<file path="src/rtl/core/amrd_pkg.sv">
// ----------------------------------------------------------------------------
// amrd_pkg
// Shared types and constants for the audio module reply deframer.
// ----------------------------------------------------------------------------
package amrd_pkg;

    localparam int unsigned TIMER_BITS = 10;
    localparam int unsigned CFG_BITS   = 10;
    localparam int unsigned FRAME_LEN  = 10;
    localparam int unsigned CNT_BITS   = $clog2(FRAME_LEN + 1);

    typedef logic [7:0]            t_byte;
    typedef logic [TIMER_BITS-1:0] t_timer;
    typedef logic [CFG_BITS-1:0]   t_cfg;
    typedef logic [CNT_BITS-1:0]   t_count;

    localparam t_cfg   TIMEOUT_RESET = t_cfg'(10);
    localparam t_timer TIMER_MAX     = '1;

    localparam logic OP_BYTE = 1'b0;
    localparam logic OP_TICK = 1'b1;

    localparam logic [1:0] OUT_GOOD    = 2'd0;
    localparam logic [1:0] OUT_BAD     = 2'd1;
    localparam logic [1:0] OUT_TIMEOUT = 2'd2;

    localparam logic [2:0] ST_STOPPED  = 3'd0;
    localparam logic [2:0] ST_PLAYING  = 3'd1;
    localparam logic [2:0] ST_PAUSED   = 3'd2;
    localparam logic [2:0] ST_SLEEPING = 3'd3;
    localparam logic [2:0] ST_UNKNOWN  = 3'd4;

    localparam t_byte HDR_START   = 8'h7E;
    localparam t_byte HDR_VERSION = 8'hFF;
    localparam t_byte HDR_LENGTH  = 8'h06;
    localparam t_byte TRL_END     = 8'hEF;
    localparam t_byte CMD_STATUS  = 8'h42;
    localparam t_byte CMD_COUNT   = 8'h48;

    localparam t_byte RAW_STOPPED  = 8'h00;
    localparam t_byte RAW_PLAYING  = 8'h01;
    localparam t_byte RAW_PAUSED   = 8'h02;
    localparam t_byte RAW_SLEEPING = 8'h08;

    function automatic logic [2:0] decode_status(input t_byte b);
        logic [2:0] s;
        case (b)
            RAW_STOPPED:  s = ST_STOPPED;
            RAW_PLAYING:  s = ST_PLAYING;
            RAW_PAUSED:   s = ST_PAUSED;
            RAW_SLEEPING: s = ST_SLEEPING;
            default:      s = ST_UNKNOWN;
        endcase
        return s;
    endfunction

endpackage

</file>
<file path="src/rtl/core/audio_module_reply_deframer.sv">
// ----------------------------------------------------------------------------
// audio_module_reply_deframer
// Collects ten-byte reply frames from a serial audio player and reports them.
// ----------------------------------------------------------------------------
// Usage: each input request carries either a received UART byte or a
// one-millisecond tick, selected by i_opcode. Ten bytes make a frame, which
// is checked for its header and trailer and reported as one output request
// with the command code, the parameter and the decoded playback status.
// A partial frame that sees no byte for the configured number of ticks is
// dropped and reported as a timeout. Other ticks and bytes give no output.
// The timeout register is written through its own valid/ready channel,
// which is always ready; it must only be written while the block is idle.
// A result appears in the output register in the cycle after the request
// that caused it. One request is taken every cycle while the output
// register is empty or being drained in the same cycle.
// When the receiver stalls, the held result keeps o_in_ready low and no
// further requests are taken. Reset empties the frame, disarms the timer,
// clears the detected flag, empties the output and sets the timeout to 10.
// ----------------------------------------------------------------------------
module audio_module_reply_deframer (
    input  logic                  i_clk,
    input  logic                  i_rst_n,
    input  logic                  i_in_valid,
    output logic                  o_in_ready,
    input  logic                  i_opcode,
    input  amrd_pkg::t_byte       i_rx_byte,
    output logic                  o_out_valid,
    input  logic                  i_out_ready,
    output logic [1:0]            o_outcome,
    output amrd_pkg::t_byte       o_command_code,
    output logic [15:0]           o_parameter_res,
    output logic [2:0]            o_play_status,
    output logic                  o_status_reported,
    output logic                  o_count_reported,
    output logic                  o_detected,
    input  logic                  i_cfg_valid,
    output logic                  o_cfg_ready,
    input  amrd_pkg::t_cfg        i_cfg_timeout_ticks
);
    import amrd_pkg::*;

    t_byte       r_frame [FRAME_LEN];
    t_count      r_count,   n_count;
    t_timer      r_timer,   n_timer;
    logic        r_armed,   n_armed;
    logic        r_seen,    n_seen;
    t_cfg        r_timeout;

    logic        r_out_valid;
    logic [1:0]  r_outcome,  n_outcome;
    t_byte       r_cmd,      n_cmd;
    logic [15:0] r_param,    n_param;
    logic [2:0]  r_status,   n_status;
    logic        r_st_rep,   n_st_rep;
    logic        r_cnt_rep,  n_cnt_rep;
    logic        r_det,      n_det;

    logic        accept;
    logic        has_result;
    t_count      wr_idx;
    t_timer      tick_timer;
    logic        timed_out;
    logic        good;
    logic [2:0]  dec_status;

    assign o_in_ready  = !r_out_valid || i_out_ready;
    assign accept      = i_in_valid && o_in_ready;
    assign o_cfg_ready = 1'b1;

    assign wr_idx     = (r_count >= t_count'(FRAME_LEN)) ? '0 : r_count;
    assign tick_timer = (r_timer == TIMER_MAX) ? r_timer : r_timer + t_timer'(1);
    assign timed_out  = ({6'd0, tick_timer} >= {6'd0, r_timeout}) ||
                        (tick_timer == TIMER_MAX);
    assign good       = (r_frame[0] == HDR_START) && (r_frame[1] == HDR_VERSION) &&
                        (r_frame[2] == HDR_LENGTH) && (i_rx_byte == TRL_END);
    assign dec_status = decode_status(r_frame[6]);

    always_comb begin
        n_count    = r_count;
        n_timer    = r_timer;
        n_armed    = r_armed;
        n_seen     = r_seen;
        has_result = 1'b0;
        n_outcome  = OUT_TIMEOUT;
        n_cmd      = '0;
        n_param    = '0;
        n_status   = ST_UNKNOWN;
        n_st_rep   = 1'b0;
        n_cnt_rep  = 1'b0;
        n_det      = r_seen;
        if (i_opcode == OP_TICK) begin
            if (r_armed) begin
                n_timer = tick_timer;
                if (timed_out) begin
                    n_count    = '0;
                    n_timer    = '0;
                    n_armed    = 1'b0;
                    has_result = 1'b1;
                end
            end
        end else if (wr_idx != t_count'(FRAME_LEN - 1)) begin
            n_count = wr_idx + t_count'(1);
            n_armed = 1'b1;
            n_timer = '0;
        end else begin
            n_count    = '0;
            n_armed    = 1'b0;
            n_timer    = '0;
            n_seen     = 1'b1;
            has_result = 1'b1;
            n_outcome  = good ? OUT_GOOD : OUT_BAD;
            n_cmd      = r_frame[3];
            n_param    = {r_frame[5], r_frame[6]};
            n_det      = 1'b1;
            if (good && (r_frame[3] == CMD_STATUS)) begin
                n_status = dec_status;
                n_st_rep = (dec_status != ST_UNKNOWN);
            end
            n_cnt_rep = good && (r_frame[3] == CMD_COUNT);
        end
    end

    always_ff @(posedge i_clk) begin
        if (!i_rst_n) begin
            r_count     <= '0;
            r_timer     <= '0;
            r_armed     <= 1'b0;
            r_seen      <= 1'b0;
            r_timeout   <= TIMEOUT_RESET;
            r_out_valid <= 1'b0;
        end else begin
            if (i_cfg_valid) begin
                r_timeout <= i_cfg_timeout_ticks;
            end
            if (accept) begin
                r_count <= n_count;
                r_timer <= n_timer;
                r_armed <= n_armed;
                r_seen  <= n_seen;
            end
            r_out_valid <= (accept && has_result) || (r_out_valid && !i_out_ready);
        end
    end

    always_ff @(posedge i_clk) begin
        if (accept && (i_opcode == OP_BYTE)) begin
            r_frame[wr_idx[CNT_BITS-1:0]] <= i_rx_byte;
        end
        if (accept && has_result) begin
            r_outcome <= n_outcome;
            r_cmd     <= n_cmd;
            r_param   <= n_param;
            r_status  <= n_status;
            r_st_rep  <= n_st_rep;
            r_cnt_rep <= n_cnt_rep;
            r_det     <= n_det;
        end
    end

    assign o_out_valid       = r_out_valid;
    assign o_outcome         = r_outcome;
    assign o_command_code    = r_cmd;
    assign o_parameter_res   = r_param;
    assign o_play_status     = r_status;
    assign o_status_reported = r_st_rep;
    assign o_count_reported  = r_cnt_rep;
    assign o_detected        = r_det;

    a_count_range: assert property (@(posedge i_clk) disable iff (!i_rst_n)
        r_count < t_count'(FRAME_LEN))
        else $error("frame byte count out of range");

    a_armed_partial: assert property (@(posedge i_clk) disable iff (!i_rst_n)
        r_armed == (r_count != '0))
        else $error("timer arming disagrees with partial frame");

    a_timeout_fields: assert property (@(posedge i_clk) disable iff (!i_rst_n)
        (o_out_valid && (o_outcome == OUT_TIMEOUT)) |->
            (o_command_code == '0 && o_parameter_res == '0 &&
             !o_status_reported && !o_count_reported))
        else $error("timeout result carries frame fields");

    a_status_known: assert property (@(posedge i_clk) disable iff (!i_rst_n)
        (o_out_valid && o_status_reported) |->
            (o_play_status != ST_UNKNOWN && o_outcome == OUT_GOOD))
        else $error("status reported without a known status");

    a_result_follows: assert property (@(posedge i_clk) disable iff (!i_rst_n)
        (accept && has_result) |=> o_out_valid)
        else $error("result lost after accepted request");

endmodule

</file>
<file path="config.mk">
export PLATFORM = sky130hd
export DESIGN_NAME = audio_module_reply_deframer
export DESIGN_NICKNAME = d
export VERILOG_FILES = /design/src/rtl/core/amrd_pkg.sv /design/src/rtl/core/audio_module_reply_deframer.sv
export SDC_FILE = /design/constraint.sdc
export NUM_CORES = 1
export LEC_CHECK = 0
export BUFFER_PORTS_ARGS = -buffer_cell sky130_fd_sc_hd__clkbuf_2
export CAP_MARGIN = 25
export CORE_MARGIN = 4
export CORE_UTILIZATION = 64
export CTS_BUF_LIST = sky130_fd_sc_hd__clkbuf_4
export CTS_CLUSTER_SIZE = 10
export DETAILED_ROUTE_END_ITERATION = 8
export GPL_ROUTABILITY_DRIVEN = 0
export HOLD_SLACK_MARGIN = 0.02
export PLACE_DENSITY = 0.87
export SKIP_CTS_REPAIR_TIMING = 1
export SYNTH_ARGS = -nofsm -noshare
export SYNTH_HDL_FRONTEND = slang
export SYNTH_SLANG_ARGS = --single-unit
</file>
<file path="constraint.sdc">
create_clock -name i_clk -period 8.3 [get_ports i_clk]
set_input_delay 1.245 -clock i_clk [delete_from_list [all_inputs] [get_ports i_clk]]
set_output_delay 1.245 -clock i_clk [all_outputs]
set_load 0.05 [all_outputs]
</file>
# Word-level counts from Yosys, hierarchy flattened
# Memories as Yosys holds them, arrays and structs flattened. A register that Yosys moved wholly into a read port is not among the register bits.
# Cells that the tools add are included.
# totals
memories,1
out_inout_bits,35
ff_bits,59
elab_cells,77
ram_bits,80
inputBits,24
# classes
n_eq_ne,15
order_cmp,2
bitwise_logic,2
n_reduce_logical,19
add_sub_neg,2
mux,23
# mem_list
memory,words,word_bits,rd,rd_clocked_by_memory_dff,wr,line_no,rtl
r_frame,10,8,6,1,1,audio_module_reply_deframer.sv:42,t_byte r_frame [FRAME_LEN];
# op_table
operator,count
two-way mux 10 bit,4
"equality test 8 x 7 -> 1 bit, second input constant",3
"equality test 10 bit, second input constant",2
two-way mux 4 bit,5
"equality test 8 bit, second input constant",2
two-way mux 1 bit,13
case mux 3 bit (4 select lines),1
"adder 10 x 1 -> 10 bit, second input constant",1
greater-or-equal comparator 10 bit,1
logical AND 1 bit,9
"equality test 8 x 1 -> 1 bit, second input constant",1
"equality test 8 x 2 -> 1 bit, second input constant",1
"equality test 8 x 3 -> 1 bit, second input constant",1
"equality test 8 x 4 -> 1 bit, second input constant",1
zero test 8 bit,1
"adder 4 x 1 -> 4 bit, second input constant",1
"greater-or-equal comparator 4 bit, second input constant",1
"inequality test 2 x 1 -> 1 bit, second input constant",2
"inequality test 4 bit, second input constant",1
logical OR 1 bit,3
"inequality test 3 bit, second input constant",1
AND reduction 3 bit,1
OR reduction 3 bit,1
zero test 1 bit,2
other kinds (3),4

# Longest topological paths before layout
# Gate-level depths: netlist of run 1.
# logic_depth
ltp_word,9
ltp_mapped,13
ltp_nobuf,13

# Least setup slack after synthesis of run 1
# OpenSTA, ideal clock, no wires.
# synth_path
kind,reg-to-reg
from,register r_timer[0]
to,register r_cmd[0] (netlist: o_command_code[0]) (read register of r_frame) (enable)
setup_ns,0.417
path_buffers,0
slack_ns,4.268
required_time_ns,7.883
arrival_ns,3.615
period_less_slack_ns,4.032
path_stages_with_launch,13
path_cell_list,dfxtp_1 > ha_1 > nand3_1 > or3_4 > nand2_1 > nand2_1 > ha_1 > nand2b_1 > a21oi_1 > o21ai_0 > a221oi_2 > o32a_1 > nor3_2
# synth_between
elab_chain_cells,8
elab_cells_between_ends,10
cone_classes,add/sub: 1; order compare: 1; eq/ne: 2; mux: 4; reduce/logical: 2
# synth_rtl
element,line_no,rtl
start: declaration,audio_module_reply_deframer.sv:44,"t_timer r_timer, n_timer;"
start signal: assignment,audio_module_reply_deframer.sv:137,r_timer <= n_timer;
adder 10 x 1 -> 10 bit or equality test 10 bit (tied branches),audio_module_reply_deframer.sv:71,assign tick_timer = (r_timer == TIMER_MAX) ? r_timer : r_timer + t_timer'(1);
two-way mux 10 bit (*),audio_module_reply_deframer.sv:71,
greater-or-equal comparator 10 bit or equality test 10 bit (tied branches),"audio_module_reply_deframer.sv:72, audio_module_reply_deframer.sv:73",
logical OR 1 bit (*),audio_module_reply_deframer.sv:72,"assign timed_out = ({6'd0, tick_timer} >= {6'd0, r_timeout}) ||"
two-way mux 1 bit (*),audio_module_reply_deframer.sv:94,if (timed_out) begin
two-way mux 1 bit (*),audio_module_reply_deframer.sv:92,if (r_armed) begin
two-way mux 1 bit (*),audio_module_reply_deframer.sv:91,if (i_opcode == OP_TICK) begin
logical AND 1 bit (*),audio_module_reply_deframer.sv:149,if (accept && has_result) begin
end: declaration,audio_module_reply_deframer.sv:51,"t_byte r_cmd, n_cmd;"
# Mark *: on every way between the ends. The rest lies on a longest branch, timed or not.
# A chain may end at the register's enable or synchronous reset.

# Worst setup path after layout of run 1
# layout_path
from,register r_timer[0]
to,register r_out_valid (netlist: o_out_valid)
# layout_between
elab_chain_cells,9
elab_cells_between_ends,11
cone_classes,add/sub: 1; order compare: 1; eq/ne: 2; mux: 4; reduce/logical: 3
# layout_rtl
element,line_no,rtl
adder 10 x 1 -> 10 bit or equality test 10 bit (tied branches),audio_module_reply_deframer.sv:71,
two-way mux 10 bit (*),audio_module_reply_deframer.sv:71,
greater-or-equal comparator 10 bit or equality test 10 bit (tied branches),"audio_module_reply_deframer.sv:72, audio_module_reply_deframer.sv:73",
logical OR 1 bit (*),audio_module_reply_deframer.sv:72,
two-way mux 1 bit (*),audio_module_reply_deframer.sv:94,
two-way mux 1 bit (*),audio_module_reply_deframer.sv:92,
two-way mux 1 bit (*),audio_module_reply_deframer.sv:91,
logical AND 1 bit (*),audio_module_reply_deframer.sv:141,r_out_valid <= (accept && has_result) || (r_out_valid && !i_out_ready);
logical OR 1 bit (*),audio_module_reply_deframer.sv:141,
end signal: assignment,audio_module_reply_deframer.sv:141,
end: declaration,audio_module_reply_deframer.sv:49,logic r_out_valid;
# Marked as above.

==> metrics.md, run 1 <==
| Metric | Value |
|---|---|
| Fill cells | `455` |
| Layout cells sized above 1 | `a little under a quarter` |
| Chip Width | `92.3 um` |
| Number of placed I/O pins | `59` |
| Site Rows | `30` |
| Synth warnings | `0` |
| Number of global-route vias before repair | `between 2,000 and 3,000` |
| Wire length of the first global-routing pass | `~14,000 um` |
| Number of distinct library cells after synthesis | `60` |
| Overall via count from detail_route | `3,013` |
| Die area | `roughly 0.0085 mm2` |
| Number of hold violations in the final report | `0` |
| Placeable core region | `around 0.007 mm2` |
| Syn-to-layout area delta | `11.6%` |
| Total Routing Usage GR | `a little over a fifth` |
| Mapped Cells | `352` |
| Overall overflow remaining after global route | `0` |
| Diodes inserted | `0` |
| Max-slew headroom | `a little over a third` |
| Avg Synthesized Cell Area | `12.9 um2` |
| Critical R2R Launch | `r_timer[0]` |
| Leakage power total | `about 1.9 nW` |
| Clock transition at the register clock pins on the worst setup and hold paths after CTS | `0.18 ns` |
| Result of the run | `completed` |
| Area of the mapped netlist | `~0.0045 mm2` |
| Register bit total from synthesis | `107` |
| Drc violations | `0` |
| Maximum ir drop on the vdd rail | `around 110 uV` |
| Worst slack after detailed placement | `4.54 ns` |
| Routed WL | `between 8000 and 9000 um` |
| Reg-to-reg slack, setup | `about 4.5 ns` |
| Data required, critical path | `8.69 ns` |
| Post-layout worst setup margin | `about 4.5 ns` |
| Pwr Density | `around 180 mW/mm2` |
| Number of routed nets with antenna violations | `0` |
| Largest clock skew in the final design | `approximately 0.026 ns` |
| Launch instance of the worst min-delay path | `r_seen` |
| Reg power frac | `approximately two thirds` |
| Gate power share | `6.8%` |
| Destination of the worst hold path | `r_seen` |
| Endpoint of the worst register-to-register path | `o_out_valid` |
| Number of H-tree levels | `3` |
| Drt wl/cell | `16.7 um` |
| Final core utilization | `between 70% and 80%` |
| Slew @ Worst Pin | `a little under 1 ns` |
| Total of endpoints with negative setup slack in the final report | `0` |
| CP startpoint kind | `flip-flop` |
| Die Ht | `92.3 um` |
| Largest buffer count on any clock path | `2` |
| Kind of capture point of the worst setup path | `flip-flop` |
| Proportion of total power due to net switching | `25.5%` |
| Net switching power of the design | `roughly 0.23 mW` |
| Type of the tightest min-delay check | `reg -> reg` |
| RSZ-0062 raised after global routing | `no` |
| Clock latency at the later pin of the worst-skew pair | `between 0.4 and 0.5 ns` |
| Largest net degree at the start of global routing | `34` |
| Proportion of register bits with asynchronous set or reset after synthesis | `0%` |
| Fraction of power consumed by the clock network | `~28%` |
| Summed negative setup slack over all endpoints | `0 ns` |
| R2r worst-path depth | `13` |
| Final worst path period need | `3.76 ns` |
| Share of the clock period used by the worst path after layout | `between 40% and 50%` |
| Flip-flop cell with the highest count after synthesis | `sky130_fd_sc_hd__edfxtp_1` |
| Most frequent standard cell in the layout excluding fill and tap cells | `sky130_fd_sc_hd__edfxtp_1` |
| Largest fanout on the critical path | `33` |
| Initial Util | `66.6%` |
| Cell-internal power | `approximately 0.67 mW` |
| Total number of clock tree sinks | `107` |
| Total iterations of the first detailed-routing run | `5` |
| Reported max-cap violation count | `0` |
| Worst Hold Depth | `2` |
| IO buf count | `57` |
| Net count reported at finish | `446` |
| Routed vias/inst | `5.88` |
| Most used cells in the layout excluding fill and tap cells | `sky130_fd_sc_hd__edfxtp_1 (80), sky130_fd_sc_hd__clkbuf_2 (57), sky130_fd_sc_hd__dfxtp_1 (27)` |
| Achievable clock frequency | `about 270 MHz` |
| Type of the setup path with the least slack | `reg -> reg` |
| TritonCTS clock tree | `yes` |
| Clock Tree Root | `sky130_fd_sc_hd__clkbuf_4` |
| Number of flops mapped to enable cells by yosys | `80` |
| Number of pins with negative max-slew slack in the final report | `0` |
| Drt first-iter violations | `~250` |
| Final HPWL from detailed placement | `between 6000 and 7000 um` |
| Worst hold slack | `0.505 ns` |
| Post-layout power | `between 0.9 and 1 mW` |
| Number of antenna violations at the first check in global routing | `0` |
| Post-synthesis net count | `between 300 and 400` |
| Portion of the post-synthesis area used by sequential elements | `64.7%` |
| Crit path arrival time | `around 4.2 ns` |
| Inserted Clock Buffers | `9` |
## worst max-delay path, stage by stage (launching register included)
cell	delay, ns
sky130_fd_sc_hd__dfxtp_1	0.51
sky130_fd_sc_hd__ha_1	0.30
sky130_fd_sc_hd__nand3_1	0.17
sky130_fd_sc_hd__nor3_1	0.54
sky130_fd_sc_hd__nor2_1	0.08
sky130_fd_sc_hd__a21oi_1	0.22
sky130_fd_sc_hd__ha_1	0.26
sky130_fd_sc_hd__o21ai_0	0.18
sky130_fd_sc_hd__a21oi_1	0.11
sky130_fd_sc_hd__a221oi_2	0.39
sky130_fd_sc_hd__o32a_1	0.40
sky130_fd_sc_hd__nor3_4	0.07
sky130_fd_sc_hd__buf_4	0.27
sky130_fd_sc_hd__o21a_1	0.22
## worst max path at each step
stage	end	slack [ns]	cells after the start	startpoint
floorplan	o_command_code[0]	4.27	12	r_timer[0]
global placement	r_frame[5][2]	4.68	6	i_out_ready
detailed placement	r_frame[5][2]	4.54	6	i_out_ready
CTS	o_out_valid	4.57	13	r_timer[0]
global route	o_out_valid	4.14	13	r_timer[0]
finish	o_out_valid	4.54	13	r_timer[0]
## power groups by stage
| stage | sequential, mW | combinational [mW] | clock (mW) |
|---|---|---|---|
| 2_1_floorplan | 0.610 | 0.0283 | 0 |
| 3_3_place_gp | 0.598 | 0.0586 | 0 |
| 3_5_place_dp | 0.599 | 0.0606 | 0 |
| 4_1_cts | 0.587 | 0.0609 | 0.259 |
| 5_1_grt | 0.588 | 0.0666 | 0.283 |
| 6_report | 0.587 | 0.0610 | 0.253 |
## flip-flops by register name, indices dropped and copies added, names as in the netlist
name,count
r_timer,10
o_count_reported,1
o_detected,1
o_command_code,8
o_play_status,3
r_count,4
o_outcome,2
o_parameter_res,16
r_armed,1
r_frame,48
o_out_valid,1
o_status_reported,1
r_seen,1
r_timeout,10
## per-layer routing
metal	wire (um)	up-vias	track usage (%)
met2	4000	130	32.6
met4	119	0	7.92
met1	3790	1433	30.3
met5	0	-	0
li1	-	1439	-
met3	637	11	4.87
## cell type report
class,count,area (um2),share of cell area [%]
sequential,107,2940,58.0
multi-input combinational,214,1480,29.2
timing repair buffer,62,320,6.31
tap,96,120,2.37
clock inverter,7,77.6,1.53
clock buffer,9,67.6,1.33
inverter,17,63.8,1.26
## cells by family (layout without fill, tap and decap cells)
group	after synthesis	after routing	share of synthesized area (%)
simple gates	130	130	16.4
flops	107	107	64.7
compound gates	58	58	9.93
buf+inv	31	95	2.83
fa+ha+maj	11	11	3.03
mux	10	10	2.26
xor+xnor	4	4	0.770
other cells	1	1	0.0825
## synth_stat cells, types with 4 or more instances
| cell type | n | share of area (%) |
|---|---|---|
| sky130_fd_sc_hd__ha_1 | 11 | 3.0 |
| sky130_fd_sc_hd__nor2_1 | 26 | 2.1 |
| sky130_fd_sc_hd__inv_1 | 16 | 1.3 |
| sky130_fd_sc_hd__a22o_1 | 9 | 1.7 |
| sky130_fd_sc_hd__nand4_1 | 6 | 0.83 |
| sky130_fd_sc_hd__mux2i_1 | 8 | 1.8 |
| sky130_fd_sc_hd__edfxtp_1 | 80 | 53 |
| sky130_fd_sc_hd__and2_1 | 26 | 3.6 |
| sky130_fd_sc_hd__nand4b_1 | 4 | 0.77 |
| sky130_fd_sc_hd__nor3_1 | 6 | 0.66 |
| sky130_fd_sc_hd__clkbuf_1 | 9 | 0.74 |
| sky130_fd_sc_hd__a21oi_1 | 12 | 1.3 |
| sky130_fd_sc_hd__nand2_1 | 20 | 1.7 |
| sky130_fd_sc_hd__dfxtp_1 | 27 | 12 |
| sky130_fd_sc_hd__nor4_1 | 9 | 1.2 |
| sky130_fd_sc_hd__nand3_1 | 8 | 0.88 |
| sky130_fd_sc_hd__o21ai_0 | 11 | 1.2 |
## through the flow
stage	instances	area [um2]
after CTS	511	5070
final	512	5070
after floorplan	352	4550
after global routing	512	5070
after global placement	495	4920
after detailed placement	495	4920
No activity file was read; power rests on OpenSTA's default activity.
==> inputs of run 2 (changes only) <==
--- a/config.mk
+++ b/config.mk
@@ -8,13 +8,13 @@
 export BUFFER_PORTS_ARGS = -buffer_cell sky130_fd_sc_hd__clkbuf_2
 export CAP_MARGIN = 25
 export CORE_MARGIN = 4
-export CORE_UTILIZATION = 64
+export CORE_UTILIZATION = 54
 export CTS_BUF_LIST = sky130_fd_sc_hd__clkbuf_4
 export CTS_CLUSTER_SIZE = 10
 export DETAILED_ROUTE_END_ITERATION = 8
 export GPL_ROUTABILITY_DRIVEN = 0
 export HOLD_SLACK_MARGIN = 0.02
-export PLACE_DENSITY = 0.87
+export PLACE_DENSITY = 0.78
 export SKIP_CTS_REPAIR_TIMING = 1
 export SYNTH_ARGS = -nofsm -noshare
 export SYNTH_HDL_FRONTEND = slang
==> constraint.sdc (replaced) <==
create_clock -name i_clk -period 3.32 [get_ports i_clk]
set_input_delay 0.498 -clock i_clk [delete_from_list [all_inputs] [get_ports i_clk]]
set_output_delay 0.498 -clock i_clk [all_outputs]
set_load 0.05 [all_outputs]
==> run 2 against run 1 <==
Effect of this change:
- non-clock buffer count rose by 7
- final cell count up 3.1%
- register-to-register slack lost 4.4 ns
- combinational power grew to 2.6 times the previous value
- sequential power grew to 2.5 times the previous value
- clock skew increased by 0.00078 ns
- clock power grew to 2.5 times the previous value
- flip-flop and latch count did not move
- sequential share of layout area is 1.1 points lower
- worst setup slack got worse by 4.4 ns
- wire length is 4.0% lower
- via count down 3.1%
- critical path type unchanged
- critical endpoint is now r_timer[6]
==> metrics.md, run 2 (synthesis results as in run 1) <==
| Metric | Value |
|---|---|
| Result of the run | `completed (unchanged)` |
| Number of H-tree levels | `3 (unchanged)` |
| Slowest Stage Delay on Critical Path | `0.44 ns (was 0.54 ns)` |
| Type of the setup path with the least slack | `reg -> reg (unchanged)` |
| Most frequent standard cell in the layout excluding fill and tap cells | `sky130_fd_sc_hd__edfxtp_1 (unchanged)` |
| Fill cells | `619 (was 455)` |
| Site Rows | `33 (was 30)` |
| Data required, critical path | `3.71 ns (was 8.69 ns)` |
| CP startpoint kind | `flip-flop (unchanged)` |
| Share of the clock period used by the worst path after layout | `95.5% (was 45.3%)` |
| Placed Instances | `509 (was 495)` |
| Type of the tightest min-delay check | `in -> reg (was reg -> reg)` |
| Routed WL | `8200 um (was 8540 um)` |
| Number of placed I/O pins | `59 (unchanged)` |
| Clock latency at the later pin of the worst-skew pair | `0.46 ns (was 0.47 ns)` |
| Inserted Clock Buffers | `9 (unchanged)` |
| Number of hold violations in the final report | `0 (unchanged)` |
| Reported max-cap violation count | `0 (unchanged)` |
| Total number of clock tree sinks | `107 (unchanged)` |
| TritonCTS clock tree | `yes (unchanged)` |
| Layout cells sized above 1 | `26.0% (was 23.3%)` |
| Number of pins with negative max-slew slack in the final report | `0 (unchanged)` |
| Max-slew headroom | `46.7% (was 35.3%)` |
| Drc violations | `0 (unchanged)` |
| Largest register FFs | `48 (unchanged)` |
| Final core utilization | `63.1% (was 74.3%)` |
| Die Ht | `99.8 um (was 92.3 um)` |
| Largest net degree at the start of global routing | `34 (unchanged)` |
| Total of endpoints with negative setup slack in the final report | `0 (unchanged)` |
| Kind of capture point of the worst setup path | `flip-flop (unchanged)` |
| Chip Width | `99.8 um (was 92.3 um)` |
| Overall via count from detail_route | `2,921 (was 3,013)` |
| Routed vias/inst | `5.53 (was 5.88)` |
| Final worst path period need | `3.17 ns (was 3.76 ns)` |
| Leakage power total | `1.92 nW (was 1.87 nW)` |
| Number of routed nets with antenna violations | `0 (unchanged)` |
| Diodes inserted | `0 (unchanged)` |
| Most used cells in the layout excluding fill and tap cells | `sky130_fd_sc_hd__edfxtp_1 (80), sky130_fd_sc_hd__clkbuf_2 (57), sky130_fd_sc_hd__nor2_1 (26), sky130_fd_sc_hd__and2_1 (26), sky130_fd_sc_hd__dfxtp_1 (23) (was sky130_fd_sc_hd__edfxtp_1 (80), sky130_fd_sc_hd__clkbuf_2 (57), sky130_fd_sc_hd__dfxtp_1 (27))` |
| Wire length of the first global-routing pass | `13,100 um (was 14,000 um)` |
| Cell chain of the critical path | `ha_4 -> nand3_1 -> or3_4 -> nand2_1 -> ha_1 -> a211o_1 -> a21oi_1 -> o21ai_1 -> a221oi_2 -> buf_4 -> o32ai_4 -> nor3_4 -> buf_12 -> a22o_1 (was ha_1 -> nand3_1 -> nor3_1 -> nor2_1 -> a21oi_1 -> ha_1 -> o21ai_0 -> a21oi_1 -> a221oi_2 -> o32a_1 -> nor3_4 -> buf_4 -> o21a_1)` |
| Largest fanout on the critical path | `9 (was 33)` |
| Syn-to-layout area delta | `14.1% (was 11.6%)` |
| Pwr Density | `435 mW/mm2 (was 178 mW/mm2)` |
| Number of antenna violations at the first check in global routing | `0 (unchanged)` |
| Final design instance area without fill | `0.00519 mm2 (was 0.00507 mm2)` |
| Drt wl/cell | `15.5 um (was 16.7 um)` |
| Non-filler cells in the finished layout | `528 (was 512)` |
| Largest clock skew in the final design | `0.0263 ns (was 0.0255 ns)` |
| IO buf count | `57 (unchanged)` |
| Overall overflow remaining after global route | `0 (unchanged)` |
| Maximum ir drop on the vdd rail | `253 uV (was 109 uV)` |
| Net count reported at finish | `453 (was 446)` |
| Instance area at placement | `0.00500 mm2 (was 0.00492 mm2)` |
| Initial Util | `55.4% (was 66.6%)` |
| Placeable core region | `0.00822 mm2 (was 0.00683 mm2)` |
| Count of buffering cells on the critical path with inverters included | `2 (was 1)` |
| Die area | `0.00996 mm2 (was 0.00852 mm2)` |
| Drt first-iter violations | `127 (was 251)` |
| Final HPWL from detailed placement | `5810 um (was 6160 um)` |
| Largest buffer count on any clock path | `2 (unchanged)` |
| Clock transition at the register clock pins on the worst setup and hold paths after CTS | `0.16 ns (was 0.18 ns)` |
| Slew @ Worst Pin | `0.799 ns (was 0.963 ns)` |
| Achievable clock frequency | `315 MHz (was 266 MHz)` |
| Number of global-route vias before repair | `2,760 (was 2,804)` |
| Crit path arrival time | `3.56 ns (was 4.15 ns)` |
| Clock Tree Root | `sky130_fd_sc_hd__clkbuf_4 (unchanged)` |
| Total Routing Usage GR | `16.8% (was 21.4%)` |
| Total iterations of the first detailed-routing run | `4 (was 5)` |
| Dominant delay contributor by cell family on the critical path | `compound AO/OA/AOI/OAI gates (unchanged)` |
| Worst path slowest cell | `sky130_fd_sc_hd__or3_4 (was sky130_fd_sc_hd__nor3_1)` |
run 2: cell type report:
cell class                      count  area [um2]  area share, %
Clock inverter                      7        73.8           1.42
Sequential cell                   107        2950           56.9
Inverter                           17        63.8           1.23
Timing Repair Buffer               69         400           7.72
Multi-Input combinational cell    214        1500           28.9
Clock buffer                        9        67.6           1.30
Tap cell                          105         131           2.53
run 2: per-stage QoR:
step / hold WS (ns) / setup TNS [ns] / power (mW) / setup WS (ns)
2_1_floorplan: 0.433 / 0 / 1.60 / 0.00991
3_3_place_gp: 0.443 / 0 / 1.65 / 0.242
3_5_place_dp: 0.467 / 0 / 1.65 / 0.116
4_1_cts: 0.234 / 0 / 2.28 / 0.0700
6_report: 0.261 / 0 / 2.26 / 0.150
5_1_grt: 0.219 / -0.0105 / 2.37 / -0.0105
run 2: final timing paths:
kind | start | endpoint | slack (ns) | cells after the start
worst max-delay path | r_timer[0] | r_timer[6] | 0.15 | 14
worst min-delay path | i_cfg_timeout_ticks[1] | r_timeout[1] | 0.26 | 3
worst max register to register | r_timer[0] | r_timer[6] | 0.15 | 14
worst min register to register | r_seen | r_seen | 0.50 | 2
run 2: worst reg2reg max path: cells and delay by family (launching register included):
| family | cells | cell delay (ns) |
|---|---|---|
| AOI/OAI and AO/OA | 6 | 1.07 |
| and+or+nand+nor | 4 | 0.90 |
| adders and majority gates | 2 | 0.40 |
| buffers and inverters | 2 | 0.34 |
| DFF | 1 | 0.41 |
run 2: power by group:
group          total [mW]  switching (mW)  internal (mW)
sequential           1.47          0.0112           1.46
clock               0.634           0.453          0.181
combinational       0.159           0.109         0.0503
run 2: metal layers:
layer / share of wire, % / vias up / global-route usage [%]
met3: 6.1 / 11 / 3.96
li1: - / 1449 / -
met4: 1.1 / 0 / 4.73
met2: 52 / 80 / 30.0
met1: 41 / 1381 / 20.2
met5: 0 / - / 0
